==> src/hdl/crsf_rc_channel_frame_decoder_assert.svh <==
// Assertion macros shared by the CRSF decoder modules.
// Each use expects signal aclk, and CRSF_ASSERT also aresetn, in the enclosing module.
`ifndef CRSF_RC_CHANNEL_FRAME_DECODER_ASSERT_SVH
`define CRSF_RC_CHANNEL_FRAME_DECODER_ASSERT_SVH

// Checked only while out of reset.
`define CRSF_ASSERT(lbl, prop, msg) \
    lbl: assert property (@(posedge aclk) disable iff (!aresetn) prop) else $error(msg);

// Checked at every edge, reset included.
`define CRSF_ASSERT_ALWAYS(lbl, prop, msg) \
    lbl: assert property (@(posedge aclk) prop) else $error(msg);

`endif

==> src/hdl/crsf_pkg.sv <==
// Shared types and constants of the CRSF RC channel frame decoder.
// No dependencies; used by every module of the block.
package crsf_pkg;

    localparam int MAX_FRAME_LENGTH     = 62;
    localparam int STORE_DEPTH          = 22;
    localparam int CHANNEL_COUNT        = 16;
    localparam int CHANNEL_BITS         = 11;
    localparam int CHANNEL_FRAME_LENGTH = 24;
    localparam int PAYLOAD_W            = STORE_DEPTH * 8;
    localparam int LEN_W                = $clog2(MAX_FRAME_LENGTH + 1);
    localparam int STORE_AW             = $clog2(STORE_DEPTH);
    localparam int Q_DEPTH              = 2;
    localparam int Q_AW                 = $clog2(Q_DEPTH);
    localparam int Q_CW                 = $clog2(Q_DEPTH + 1);

    localparam logic [7:0] MIN_LEN_BYTE = 8'd2;
    localparam logic [7:0] MAX_LEN_BYTE = 8'(MAX_FRAME_LENGTH);

    localparam logic [7:0] SYNC_RESET = 8'd200;
    localparam logic [7:0] TYPE_RESET = 8'd22;
    localparam logic [7:0] POLY_RESET = 8'hD5;

    localparam logic [3:0] LAST_CHANNEL_IDX = 4'(CHANNEL_COUNT - 1);

    typedef enum logic [1:0] {
        REG_SYNC_VALUE         = 2'd0,
        REG_CHANNEL_FRAME_TYPE = 2'd1,
        REG_CRC_POLYNOMIAL     = 2'd2
    } cfg_idx_t;

    typedef logic [LEN_W-1:0]     len_t;
    typedef logic [PAYLOAD_W-1:0] payload_t;

    typedef struct packed {
        logic [7:0] sync_value;
        logic [7:0] channel_frame_type;
        logic [7:0] crc_polynomial;
    } cfg_t;

    typedef struct packed {
        logic [7:0] rx_byte;
        logic       line_idle;
    } in_t;

    typedef struct packed {
        logic [3:0]  channel_index;
        logic [10:0] channel_value;
        logic        last_channel;
    } out_t;

    localparam len_t CH_FRAME_LEN = len_t'(CHANNEL_FRAME_LENGTH);

endpackage

==> src/hdl/crsf_frm.sv <==
// Front end: frame parser with running CRC-8 and payload capture.
// Pushes the payload of each good RC channel frame into the queue; uses crsf_pkg.
`include "crsf_rc_channel_frame_decoder_assert.svh"

module crsf_frm (
    input  logic                aclk,
    input  logic                aresetn,
    input  crsf_pkg::cfg_t      cfg,
    input  logic                in_valid,
    output logic                in_ready,
    input  crsf_pkg::in_t       in_data,
    output logic                push,
    output crsf_pkg::payload_t  push_data,
    input  logic                q_full
);

    typedef enum logic [2:0] {
        PH_HUNT   = 3'b001,
        PH_LENGTH = 3'b010,
        PH_BODY   = 3'b100
    } phase_t;

    phase_t             phase_reg, phase_next;
    crsf_pkg::len_t     len_reg, len_next;
    crsf_pkg::len_t     pos_reg, pos_next;
    logic [7:0]         crc_reg, crc_next;
    logic [7:0]         type_reg, type_next;
    logic [7:0]         store_reg [crsf_pkg::STORE_DEPTH];
    logic               store_we;
    crsf_pkg::len_t     store_off;
    logic               fire;
    logic [7:0]         b;

    function automatic logic [7:0] crc8_step(input logic [7:0] crc_in,
                                             input logic [7:0] data,
                                             input logic [7:0] poly);
        logic [7:0] c;
        c = crc_in ^ data;
        for (int k = 0; k < 8; k++) begin
            c = c[7] ? ({c[6:0], 1'b0} ^ poly) : {c[6:0], 1'b0};
        end
        return c;
    endfunction

    assign in_ready  = !q_full;
    assign fire      = in_valid && in_ready;
    assign b         = in_data.rx_byte;
    assign store_off = pos_reg - crsf_pkg::len_t'(1);

    always_comb begin
        phase_next = phase_reg;
        len_next   = len_reg;
        pos_next   = pos_reg;
        crc_next   = crc_reg;
        type_next  = type_reg;
        store_we   = 1'b0;
        push       = 1'b0;
        if (fire) begin
            if (in_data.line_idle) begin
                phase_next = PH_HUNT;
            end else begin
                case (phase_reg)
                    PH_LENGTH: begin
                        if (b < crsf_pkg::MIN_LEN_BYTE || b > crsf_pkg::MAX_LEN_BYTE) begin
                            phase_next = PH_HUNT;
                        end else begin
                            len_next   = crsf_pkg::len_t'(b);
                            pos_next   = '0;
                            crc_next   = '0;
                            phase_next = PH_BODY;
                        end
                    end
                    PH_BODY: begin
                        if ({1'b0, pos_reg} + 1'b1 >= {1'b0, len_reg}) begin
                            // CRC byte: close the frame
                            push = (b == crc_reg) && (type_reg == cfg.channel_frame_type)
                                   && (len_reg == crsf_pkg::CH_FRAME_LEN);
                            phase_next = PH_HUNT;
                            pos_next   = '0;
                        end else begin
                            if (pos_reg == '0) begin
                                type_next = b;
                            end else begin
                                store_we = store_off < crsf_pkg::len_t'(crsf_pkg::STORE_DEPTH);
                            end
                            crc_next = crc8_step(crc_reg, b, cfg.crc_polynomial);
                            pos_next = pos_reg + crsf_pkg::len_t'(1);
                        end
                    end
                    default: begin
                        phase_next = (b == cfg.sync_value) ? PH_LENGTH : PH_HUNT;
                    end
                endcase
            end
        end
    end

    always_ff @(posedge aclk) begin
        if (!aresetn) begin
            phase_reg <= PH_HUNT;
            len_reg   <= '0;
            pos_reg   <= '0;
            crc_reg   <= '0;
            type_reg  <= '0;
        end else begin
            phase_reg <= phase_next;
            len_reg   <= len_next;
            pos_reg   <= pos_next;
            crc_reg   <= crc_next;
            type_reg  <= type_next;
        end
    end

    always_ff @(posedge aclk) begin
        if (store_we) begin
            store_reg[store_off[crsf_pkg::STORE_AW-1:0]] <= b;
        end
    end

    // byte 0 lands in the low bits of the payload word
    always_comb begin
        for (int i = 0; i < crsf_pkg::STORE_DEPTH; i++) begin
            push_data[i*8 +: 8] = store_reg[i];
        end
    end

    `CRSF_ASSERT(a_push_frame, push |-> (phase_reg == PH_BODY) && (len_reg == crsf_pkg::CH_FRAME_LEN) && !in_data.line_idle, "payload pushed outside a channel frame end")
    `CRSF_ASSERT(a_push_room, push |-> !q_full, "payload pushed into a full queue")

endmodule

==> src/hdl/crsf_q.sv <==
// Two-entry payload queue between the frame parser and the channel unpacker.
// Depth and width come from crsf_pkg.
module crsf_q (
    input  logic                aclk,
    input  logic                aresetn,
    input  logic                push,
    input  crsf_pkg::payload_t  push_data,
    output logic                full,
    input  logic                pop,
    output crsf_pkg::payload_t  pop_data,
    output logic                empty
);

    crsf_pkg::payload_t          mem_reg [crsf_pkg::Q_DEPTH];
    logic [crsf_pkg::Q_AW-1:0]   wr_ptr_reg, wr_ptr_next;
    logic [crsf_pkg::Q_AW-1:0]   rd_ptr_reg, rd_ptr_next;
    logic [crsf_pkg::Q_CW-1:0]   count_reg, count_next;

    localparam logic [crsf_pkg::Q_AW-1:0] PTR_LAST = crsf_pkg::Q_AW'(crsf_pkg::Q_DEPTH - 1);
    localparam logic [crsf_pkg::Q_CW-1:0] CNT_FULL = crsf_pkg::Q_CW'(crsf_pkg::Q_DEPTH);

    assign full     = (count_reg == CNT_FULL);
    assign empty    = (count_reg == '0);
    assign pop_data = mem_reg[rd_ptr_reg];

    always_comb begin
        wr_ptr_next = wr_ptr_reg;
        rd_ptr_next = rd_ptr_reg;
        count_next  = count_reg;
        if (push) begin
            wr_ptr_next = (wr_ptr_reg == PTR_LAST) ? '0 : wr_ptr_reg + 1'b1;
        end
        if (pop) begin
            rd_ptr_next = (rd_ptr_reg == PTR_LAST) ? '0 : rd_ptr_reg + 1'b1;
        end
        if (push && !pop) begin
            count_next = count_reg + 1'b1;
        end else if (pop && !push) begin
            count_next = count_reg - 1'b1;
        end
    end

    always_ff @(posedge aclk) begin
        if (!aresetn) begin
            wr_ptr_reg <= '0;
            rd_ptr_reg <= '0;
            count_reg  <= '0;
        end else begin
            wr_ptr_reg <= wr_ptr_next;
            rd_ptr_reg <= rd_ptr_next;
            count_reg  <= count_next;
        end
    end

    always_ff @(posedge aclk) begin
        if (push) begin
            mem_reg[wr_ptr_reg] <= push_data;
        end
    end

endmodule

==> src/hdl/crsf_chn.sv <==
// Back end: unpacks one queued payload into sixteen 11-bit channels.
// Drives the output register of the result channel; uses crsf_pkg.
`include "crsf_rc_channel_frame_decoder_assert.svh"

module crsf_chn (
    input  logic                aclk,
    input  logic                aresetn,
    output logic                pop,
    input  crsf_pkg::payload_t  pop_data,
    input  logic                empty,
    output logic                m_valid,
    input  logic                m_ready,
    output crsf_pkg::out_t      m_data
);

    crsf_pkg::payload_t  work_reg, work_next;
    logic [3:0]          cnt_reg, cnt_next;
    logic                busy_reg, busy_next;
    logic                m_valid_reg, m_valid_next;
    crsf_pkg::out_t      m_data_reg, m_data_next;
    logic                load;

    assign pop     = !busy_reg && !empty;
    assign load    = busy_reg && (!m_valid_reg || m_ready);
    assign m_valid = m_valid_reg;
    assign m_data  = m_data_reg;

    always_comb begin
        work_next    = work_reg;
        cnt_next     = cnt_reg;
        busy_next    = busy_reg;
        m_valid_next = m_valid_reg;
        m_data_next  = m_data_reg;
        if (m_valid_reg && m_ready) begin
            m_valid_next = 1'b0;
        end
        if (pop) begin
            work_next = pop_data;
            cnt_next  = '0;
            busy_next = 1'b1;
        end else if (load) begin
            // take the low channel, then shift the next one down
            m_valid_next               = 1'b1;
            m_data_next.channel_index  = cnt_reg;
            m_data_next.channel_value  = work_reg[crsf_pkg::CHANNEL_BITS-1:0];
            m_data_next.last_channel   = (cnt_reg == crsf_pkg::LAST_CHANNEL_IDX);
            work_next = work_reg >> crsf_pkg::CHANNEL_BITS;
            cnt_next  = cnt_reg + 4'd1;
            if (cnt_reg == crsf_pkg::LAST_CHANNEL_IDX) begin
                busy_next = 1'b0;
            end
        end
    end

    always_ff @(posedge aclk) begin
        if (!aresetn) begin
            cnt_reg     <= '0;
            busy_reg    <= 1'b0;
            m_valid_reg <= 1'b0;
        end else begin
            cnt_reg     <= cnt_next;
            busy_reg    <= busy_next;
            m_valid_reg <= m_valid_next;
        end
    end

    always_ff @(posedge aclk) begin
        work_reg   <= work_next;
        m_data_reg <= m_data_next;
    end

    `CRSF_ASSERT(a_burst_cont, (m_valid_reg && m_ready && !m_data_reg.last_channel) |=> m_valid_reg && (m_data_reg.channel_index == $past(m_data_reg.channel_index) + 4'd1), "channel burst broke before the last channel")
    `CRSF_ASSERT_ALWAYS(a_reset_quiet, !aresetn |=> !m_valid_reg && !busy_reg, "result valid right after reset")

endmodule

==> src/hdl/crsf_rc_channel_frame_decoder.sv <==
// CRSF RC channel frame decoder, top level.
// Holds the configuration registers and joins parser, queue and unpacker.
//
// Usage:
//   s_valid/s_ready/s_data carry one received byte or an idle-line marker per
//   transaction (s_data.line_idle set = marker). The parser takes one byte per
//   cycle; s_ready drops only while both queue entries hold decoded frames.
//   m_valid/m_ready/m_data give one channel per transaction: index, 11-bit
//   value and a flag on channel 15. A good frame yields exactly 16 of them.
//   After the CRC byte's transaction the payload is written to the queue, loaded
//   into the unpacker and its first channel registered at the output; the rest
//   follow one per cycle while m_ready stays high.
//   A stalled receiver holds the current channel in the output register; the
//   parser keeps taking bytes until the two-entry queue is full.
//   cfg_wr_en/cfg_index/cfg_data write sync_value (0), channel_frame_type (1)
//   and crc_polynomial (2); other indexes are ignored. Write only when idle.
//   Reset (aresetn low, synchronous) restores the register defaults, returns
//   the parser to sync hunting and empties the queue and output register.
module crsf_rc_channel_frame_decoder (
    input  logic            aclk,
    input  logic            aresetn,
    input  logic            cfg_wr_en,
    input  logic [1:0]      cfg_index,
    input  logic [7:0]      cfg_data,
    input  logic            s_valid,
    output logic            s_ready,
    input  crsf_pkg::in_t   s_data,
    output logic            m_valid,
    input  logic            m_ready,
    output crsf_pkg::out_t  m_data
);

    crsf_pkg::cfg_t      cfg_reg, cfg_next;
    logic                push, pop, q_full, q_empty;
    crsf_pkg::payload_t  push_data, pop_data;

    always_comb begin
        cfg_next = cfg_reg;
        if (cfg_wr_en) begin
            case (cfg_index)
                crsf_pkg::REG_SYNC_VALUE:         cfg_next.sync_value         = cfg_data;
                crsf_pkg::REG_CHANNEL_FRAME_TYPE: cfg_next.channel_frame_type = cfg_data;
                crsf_pkg::REG_CRC_POLYNOMIAL:     cfg_next.crc_polynomial     = cfg_data;
                default: begin
                    cfg_next = cfg_reg;
                end
            endcase
        end
    end

    always_ff @(posedge aclk) begin
        if (!aresetn) begin
            cfg_reg.sync_value         <= crsf_pkg::SYNC_RESET;
            cfg_reg.channel_frame_type <= crsf_pkg::TYPE_RESET;
            cfg_reg.crc_polynomial     <= crsf_pkg::POLY_RESET;
        end else begin
            cfg_reg <= cfg_next;
        end
    end

    crsf_frm u_frm (
        .aclk      (aclk),
        .aresetn   (aresetn),
        .cfg       (cfg_reg),
        .in_valid  (s_valid),
        .in_ready  (s_ready),
        .in_data   (s_data),
        .push      (push),
        .push_data (push_data),
        .q_full    (q_full)
    );

    crsf_q u_q (
        .aclk      (aclk),
        .aresetn   (aresetn),
        .push      (push),
        .push_data (push_data),
        .full      (q_full),
        .pop       (pop),
        .pop_data  (pop_data),
        .empty     (q_empty)
    );

    crsf_chn u_chn (
        .aclk     (aclk),
        .aresetn  (aresetn),
        .pop      (pop),
        .pop_data (pop_data),
        .empty    (q_empty),
        .m_valid  (m_valid),
        .m_ready  (m_ready),
        .m_data   (m_data)
    );

endmodule

==> config.mk <==
export PLATFORM = sky130hd
export DESIGN_NAME = crsf_rc_channel_frame_decoder
export DESIGN_NICKNAME = d
export VERILOG_FILES = /design/src/hdl/crsf_pkg.sv /design/src/hdl/crsf_frm.sv /design/src/hdl/crsf_q.sv /design/src/hdl/crsf_chn.sv /design/src/hdl/crsf_rc_channel_frame_decoder.sv
export VERILOG_INCLUDE_DIRS = /design/src /design/src/hdl
export SDC_FILE = /design/constraint.sdc
export NUM_CORES = 1
export LEC_CHECK = 0
export BUFFER_PORTS_ARGS = -buffer_cell sky130_fd_sc_hd__buf_4
export CORE_UTILIZATION = 56
export DETAILED_ROUTE_END_ITERATION = 8
export PLACE_DENSITY = 0.87
export REMOVE_ABC_BUFFERS = 1
export SYNTH_ARGS = -nofsm -noshare
export SYNTH_HDL_FRONTEND = slang
export SYNTH_SLANG_ARGS = --single-unit
==> constraint.sdc <==
create_clock -name aclk -period 12.45 [get_ports aclk]
set_input_delay 2.49 -clock aclk [delete_from_list [all_inputs] [get_ports aclk]]
set_output_delay 2.49 -clock aclk [all_outputs]
set_load 0.01 [all_outputs]
-- Word level (Yosys, flattened, before mapping)
Memory sizes are Yosys's and may differ from the RTL's. A register that Yosys moved wholly into a read port is not among the register bits.
Cells that the tools add are included.
- add/subtract/negate cells: 8
- order comparisons: 4
- eq/ne operators: 13
- muxes and demuxes: 46
- bitwise logic cells: 14
- reductions and logical operators: 34
- operators by type and width (operator ; count):
    2-to-1 mux 176 bit ; 2
    2-to-1 mux 8 bit ; 10
    bitwise XOR 8 bit ; 9
    == test 8 bit ; 3
    2-to-1 mux 1 bit ; 23
    one-hot mux 8 bit (2 select lines) ; 1
    2-to-1 mux 6 bit ; 2
    one-hot mux 6 bit (2 select lines) ; 1
    AND reduction 2 bit ; 6
    AND reduction 5 bit ; 2
    2-to-1 mux 3 bit ; 3
    greater-than comparator 8 x 6 -> 1 bit, second input constant ; 1
    logical AND 1 bit ; 8
    less-than comparator 8 x 2 -> 1 bit, second input constant ; 1
    AND reduction 4 bit ; 2
    nonzero test 2 bit ; 4
    adder 6 x 1 -> 7 bit, second input constant ; 1
    >= comparator 7 x 6 -> 1 bit ; 1
    adder 6 x 1 -> 6 bit, second input constant ; 1
    == test 6 x 5 -> 1 bit, second input constant ; 1
    zero test 1 bit ; 6
    zero test 6 bit ; 1
    less-than comparator 6 x 5 -> 1 bit, second input constant ; 1
    2-to-1 mux 2 bit ; 3
    other kinds (17) ; 26
- register bits after elaboration: 257
- memory bits (writable): 528
- input port bits: 24
- output and inout bits: 18
- logic and storage cells: 139
- memories kept: 2
- memories (memory ; words ; bits a word ; rd ports ; clocked after Yosys merged registers in ; write ports ; line ; RTL):
    u_q.mem_reg ; 2 ; 176 ; 1 ; 1 ; 1 ; crsf_q.sv:14 ; crsf_pkg::payload_t mem_reg [crsf_pkg::Q_DEPTH];
    u_frm.store_reg ; 22 ; 8 ; 22 ; 0 ; 1 ; crsf_frm.sv:28 ; logic [7:0] store_reg [crsf_pkg::STORE_DEPTH];

-- Logic depth before layout (Yosys ltp)
- depth in word-level cells: 19
- depth in mapped cells: 16
- mapped depth without buffers: 15

-- Cells and area by module
From an unflattened synthesis, not the netlist that was laid out.
- cells, all modules: 1772
- area total of the unflattened synthesis: 32233.4 um2
- modules (own cells, without submodules) (module ; times used ; cells an instance ; area each (um2)):
    crsf_q ; 1 ; 570 ; 13500.4
    crsf_frm ; 1 ; 681 ; 9098.7
    crsf_chn ; 1 ; 422 ; 8649.5
    crsf_rc_channel_frame_decoder ; 1 ; 99 ; 984.7

-- Least setup slack after synthesis
Ideal clock, no wire load.
- kind: input-to-reg
- start: in s_data[5] (netlist name)
- end: mem u_q.mem_reg[0][0] (netlist name), enable pin
- arrival time: 11.474 ns
- setup slack: 0.241 ns
- stages: 6
- cells stage by stage: clkbuf_1 > xor2_1 > nor4_1 > nand3_1 > nor4_1 > nor2b_1
- cells in the longest elaborated chain, start to end: 9
- ends and longest elaborated chain (what ; line ; RTL):
    start, declared ; crsf_rc_channel_frame_decoder.sv:27 ; input crsf_pkg::in_t s_data,
    == test 8 bit ; crsf_frm.sv:76 ; push = (b == crc_reg) && (type_reg == cfg.channel_frame_type)
    logical AND 1 bit ; crsf_frm.sv:76 ;
    logical AND 1 bit ; crsf_frm.sv:77 ; && (len_reg == crsf_pkg::CH_FRAME_LEN);
    2-to-1 mux 1 bit ; crsf_frm.sv:74 ; if ({1'b0, pos_reg} + 1'b1 >= {1'b0, len_reg}) begin
    2-to-1 mux 1 bit ; crsf_frm.sv:62 ; case (phase_reg)
    2-to-1 mux 1 bit ; crsf_frm.sv:59 ; if (in_data.line_idle) begin
    2-to-1 mux 1 bit ; crsf_frm.sv:58 ; if (fire) begin
    2-to-1 mux 1 bit ; crsf_q.sv:56 ; if (push) begin
    2-to-1 mux 1 bit (implied by the code) ; crsf_q.sv:57 ; mem_reg[wr_ptr_reg] <= push_data;
    end, declared ; crsf_q.sv:14 ;
Every way passes these cells.

-- Worst setup path after layout
- start: in s_data[8] (netlist name)
- end: reg u_frm.crc_reg[6]
- cells in the longest elaborated chain, start to end: 17
- elaborated cells on any way between the ends: 23
- classes of those cells: 2 x order compare; 1 x eq/ne; 10 x mux; 8 x bitwise; 2 x reduce/logical
- ends and longest elaborated chain (what ; line ; RTL):
    bitwise XOR 8 bit ; crsf_frm.sv:38 ; c = crc_in ^ data;
    2-to-1 mux 8 bit ; crsf_frm.sv:40 ; c = c[7] ? ({c[6:0], 1'b0} ^ poly) : {c[6:0], 1'b0};
    2-to-1 mux 8 bit or bitwise XOR 8 bit (tied branches) ; crsf_frm.sv:40 ;
    bitwise XOR 8 bit or 2-to-1 mux 8 bit (tied branches) ; crsf_frm.sv:40 ;
    2-to-1 mux 8 bit or bitwise XOR 8 bit (tied branches) ; crsf_frm.sv:40 ;
    bitwise XOR 8 bit or 2-to-1 mux 8 bit (tied branches) ; crsf_frm.sv:40 ;
    2-to-1 mux 8 bit or bitwise XOR 8 bit (tied branches) ; crsf_frm.sv:40 ;
    bitwise XOR 8 bit or 2-to-1 mux 8 bit (tied branches) ; crsf_frm.sv:40 ;
    2-to-1 mux 8 bit or bitwise XOR 8 bit (tied branches) ; crsf_frm.sv:40 ;
    bitwise XOR 8 bit or 2-to-1 mux 8 bit (tied branches) ; crsf_frm.sv:40 ;
    2-to-1 mux 8 bit or bitwise XOR 8 bit (tied branches) ; crsf_frm.sv:40 ;
    bitwise XOR 8 bit or 2-to-1 mux 8 bit (tied branches) ; crsf_frm.sv:40 ;
    2-to-1 mux 8 bit or bitwise XOR 8 bit (tied branches) ; crsf_frm.sv:40 ;
    bitwise XOR 8 bit or 2-to-1 mux 8 bit (tied branches) ; crsf_frm.sv:40 ;
    2-to-1 mux 8 bit ; crsf_frm.sv:40 ;
    2-to-1 mux 8 bit ; crsf_frm.sv:74 ;
    one-hot mux 8 bit (2 select lines) ; crsf_frm.sv:62 ;
    end signal, assigned ; crsf_frm.sv:109 ; crc_reg <= crc_next;
    end, declared ; crsf_frm.sv:26 ; logic [7:0] crc_reg, crc_next;
Several ways; a longest one is shown, not always the timed one. The select of a mux whose other input is x is not followed.
A chain may end at the register's enable or synchronous reset.

==> reports/metrics.cfg <==
[status]
status = complete, but fails checks
violations = design-rule violations

[worst_setup_path]
r2r-start = u_frm.pos_reg[0]$_SDFFE_PN0P_
crit_chain = buf_4 > xor2_1 > xnor2_1 > o32ai_2 > a21oi_1 > nand2_1 > xnor3_2 > and3_4 > o211ai_1 > nand2_2 > xnor2_2 > a21oi_1 > o31ai_1
crit_slowest_cell = xor2_1
required_ns = 12.99
crit_start = s_data[8]
worstSetupPathType = input port to flop
path_common_cell = a21oi_1
cp.arrival_ns = 6.75
slowest_delay_ns = 0.79
startpoint_type = input port
ff2ff_setup_slack_ns = 7.30
worst_setup_path_end_kind = flop
cp_max_fo = 27

[cts]
clkLatencyLatePin_ns = 0.64
cts_buffers = 75
cts-root-buf = clkbuf_16
h-tree-depth = 3
cts_resized = 0
cts_tree = done
ctsHoldBuffers = 0
cts.clk_slew.worst_paths_ns = 0.06
clock_sinks = 786
post-cts-setup-buffer-count = 0
clk_path_buf_depth = 3

[sta]
setup_viol = 0
rsz0062_at_grt = no
worst_pin_slew_ns = 1.313
finalCritPeriodShare_pct = 49.87
finClkSkew_ns = 0.02707
finalWorstPathRequiredPeriod_ns = 6.208
holdWs_ns = 0.4237
drv_slew = 0
relSlewSlack_pct = 12.15
fmax_mhz = 161.1
hold_viol = 0
fin_ws_ns = 6.242

[global_routing]
grt_usage_pct = 23.16
grt_pass1_vias = 16460
grt_max_degree = 245
antenna_found_initial = 3
overflow = 0
grt_pass1_wl_mm = 94.24

[synthesis]
ys_types = 64
syn_area_mm2 = 0.03017
synth_cells = 1935
synth_edf_count = 720
yosys.area.top_type = edfxtp_1
synth_area_leaders = edfxtp_1 (72%), mux2i_1 (7.1%), dfxtp_1 (4.4%), nand2_1 (3.1%), o21ai_0 (3.0%)
ys.warnings.count = 0
synth_ff_type = edfxtp_1
ys_async_sr_fraction_pct = 0
avgSynthCellArea_um2 = 15.59
synth-seq-cells = 786
yosys.area.top_type_share_pct = 71.67
ys_seq_area_share_pct = 76.05

[power]
peakVddDrop_v = 0.0003394
power.total_uw = 7288
power_leakage_uw = 0.01124
power_density_mw_per_mm2 = 217.7

[floorplanning]
die_w_um = 234.1
num_io_pins = 42
core_mm2 = 0.05287
initial_core_util_pct = 57.06
die_area_mm2 = 0.05480
die_height_um = 234.1
rows = 84

[routing]
viasPerCell = 6.031
ant_nets = 0
drt-total-wl_mm = 62.88
vias = 16360
drt_first_iter_violations = 1996
route.detailed.drc = 6
drt_pre_antenna_iters = 7
wire_per_inst_um = 23.18

[placed_design]
hpwl_mm = 32.86
port_buffers = 41
dp.cells = 2577
gp_congestion = 0.8318
pre_cts_ws_ns = 5.679

[layout]
largest_reg_flops = 352
areaGrowthSynthToFinish_pct = 11.00
nets = 2004
register_area_mm2 = 0.02295
stdcell_count = 2713
multi_input_area_mm2 = 0.006814
drive_gt1_share_pct = 9.684
fill_cells = 3406

[job]
max_cap_viol_count = 0

[hold_path]
worstHoldStart = u_chn.work_reg[2]$_DFFE_PP_
min_path_type = flop to flop

==> cell usage after synthesis, types with 21 or more instances <==
| master | instances |
|---|---|
| nor2b_1 | 35 |
| nand2_1 | 246 |
| mux2i_1 | 214 |
| a21oi_1 | 21 |
| xnor2_1 | 48 |
| edfxtp_1 | 720 |
| nand3_1 | 28 |
| clkbuf_1 | 83 |
| nor2_1 | 64 |
| xor2_1 | 24 |
| o21ai_0 | 180 |
| dfxtp_1 | 66 |
==> placed cells by master (no fill, tap or decap), drive strengths merged, types with 15 or more instances in the layout <==
master	instances
a21oi	22
buf	52
clkbuf	95
clkinv	26
dfxtp	66
edfxtp	720
inv	21
mux2i	215
nand2	248
nand2b	15
nand3	28
nor2	64
nor2b	35
o21ai	184
xnor2	50
xor2	27
==> metal layers <==
metal / wire, um / part of all wire [%] / global-route usage (%)
met2: 31190 / 50 / 38.27
met3: 5091 / 8.1 / 4.183
met5: 13 / 0.021 / 0
met4: 2043 / 3.2 / 9.355
met1: 24550 / 39 / 30.50
==> worst max-delay path, delay by kind of cell <==
family                 cells  cell delay, ns
buffers and inverters      1            0.39
AND/OR/NAND/NOR            3            0.49
AO/OA/AOI/OAI              5            1.18
XOR/XNOR                   4            2.19
==> power breakdown <==
group	total (uW)	internal (uW)	switching (uW)
sequential	3640	3490	156
combinational	1410	417	994
clock	2230	1240	989
total	7290	5150	2140
==> logic make-up (layout without fill, tap and decap cells) <==
logic type | count (synthesis) | after routing | synth area share, %
flops | 786 | 786 | 76.05
simple gates | 472 | 472 | 7.167
compound gates | 254 | 254 | 4.791
mux | 215 | 215 | 7.175
buf+inv | 112 | 201 | 1.456
xor+xnor | 82 | 82 | 2.779
fa+ha+maj | 14 | 14 | 0.5807
other cells | 0 | 1 | 0
==> cell type report <==
class                   count  area share (%)
diodes                      1        0.007473
clock buffers              95           5.893
clock inverters            40           1.218
inverters                  14          0.1569
multi-input cells        1037           20.35
flip-flops and latches    786           68.53
well taps                 688           2.571
repair buffers             52           1.278
==> path summary, 6_finish.rpt <==
| path | endpoint | cells past startpoint |
|---|---|---|
| worst min-delay path | u_chn.m_data[3]$_DFFE_PP_ | 0 |
| worst min register to register | u_chn.m_data[3]$_DFFE_PP_ | 0 |
| worst max register to register | u_q.mem_reg[1][140]$_DFFE_PP_ | 13 |
| worst max-delay path | u_frm.crc_reg[6]$_SDFFE_PN0P_ | 13 |
==> per-stage QoR <==
stage               util, %  setup TNS (ns)  cell area, um^2
finish                63.34               0            33480
global route          63.33               0            33480
CTS                   63.33               0            33480
detailed placement    58.83               0            31100
global placement      58.83               0            31100
floorplan                 -        -4419.74            29780
Note: power is estimated with default switching activity, not from simulation.
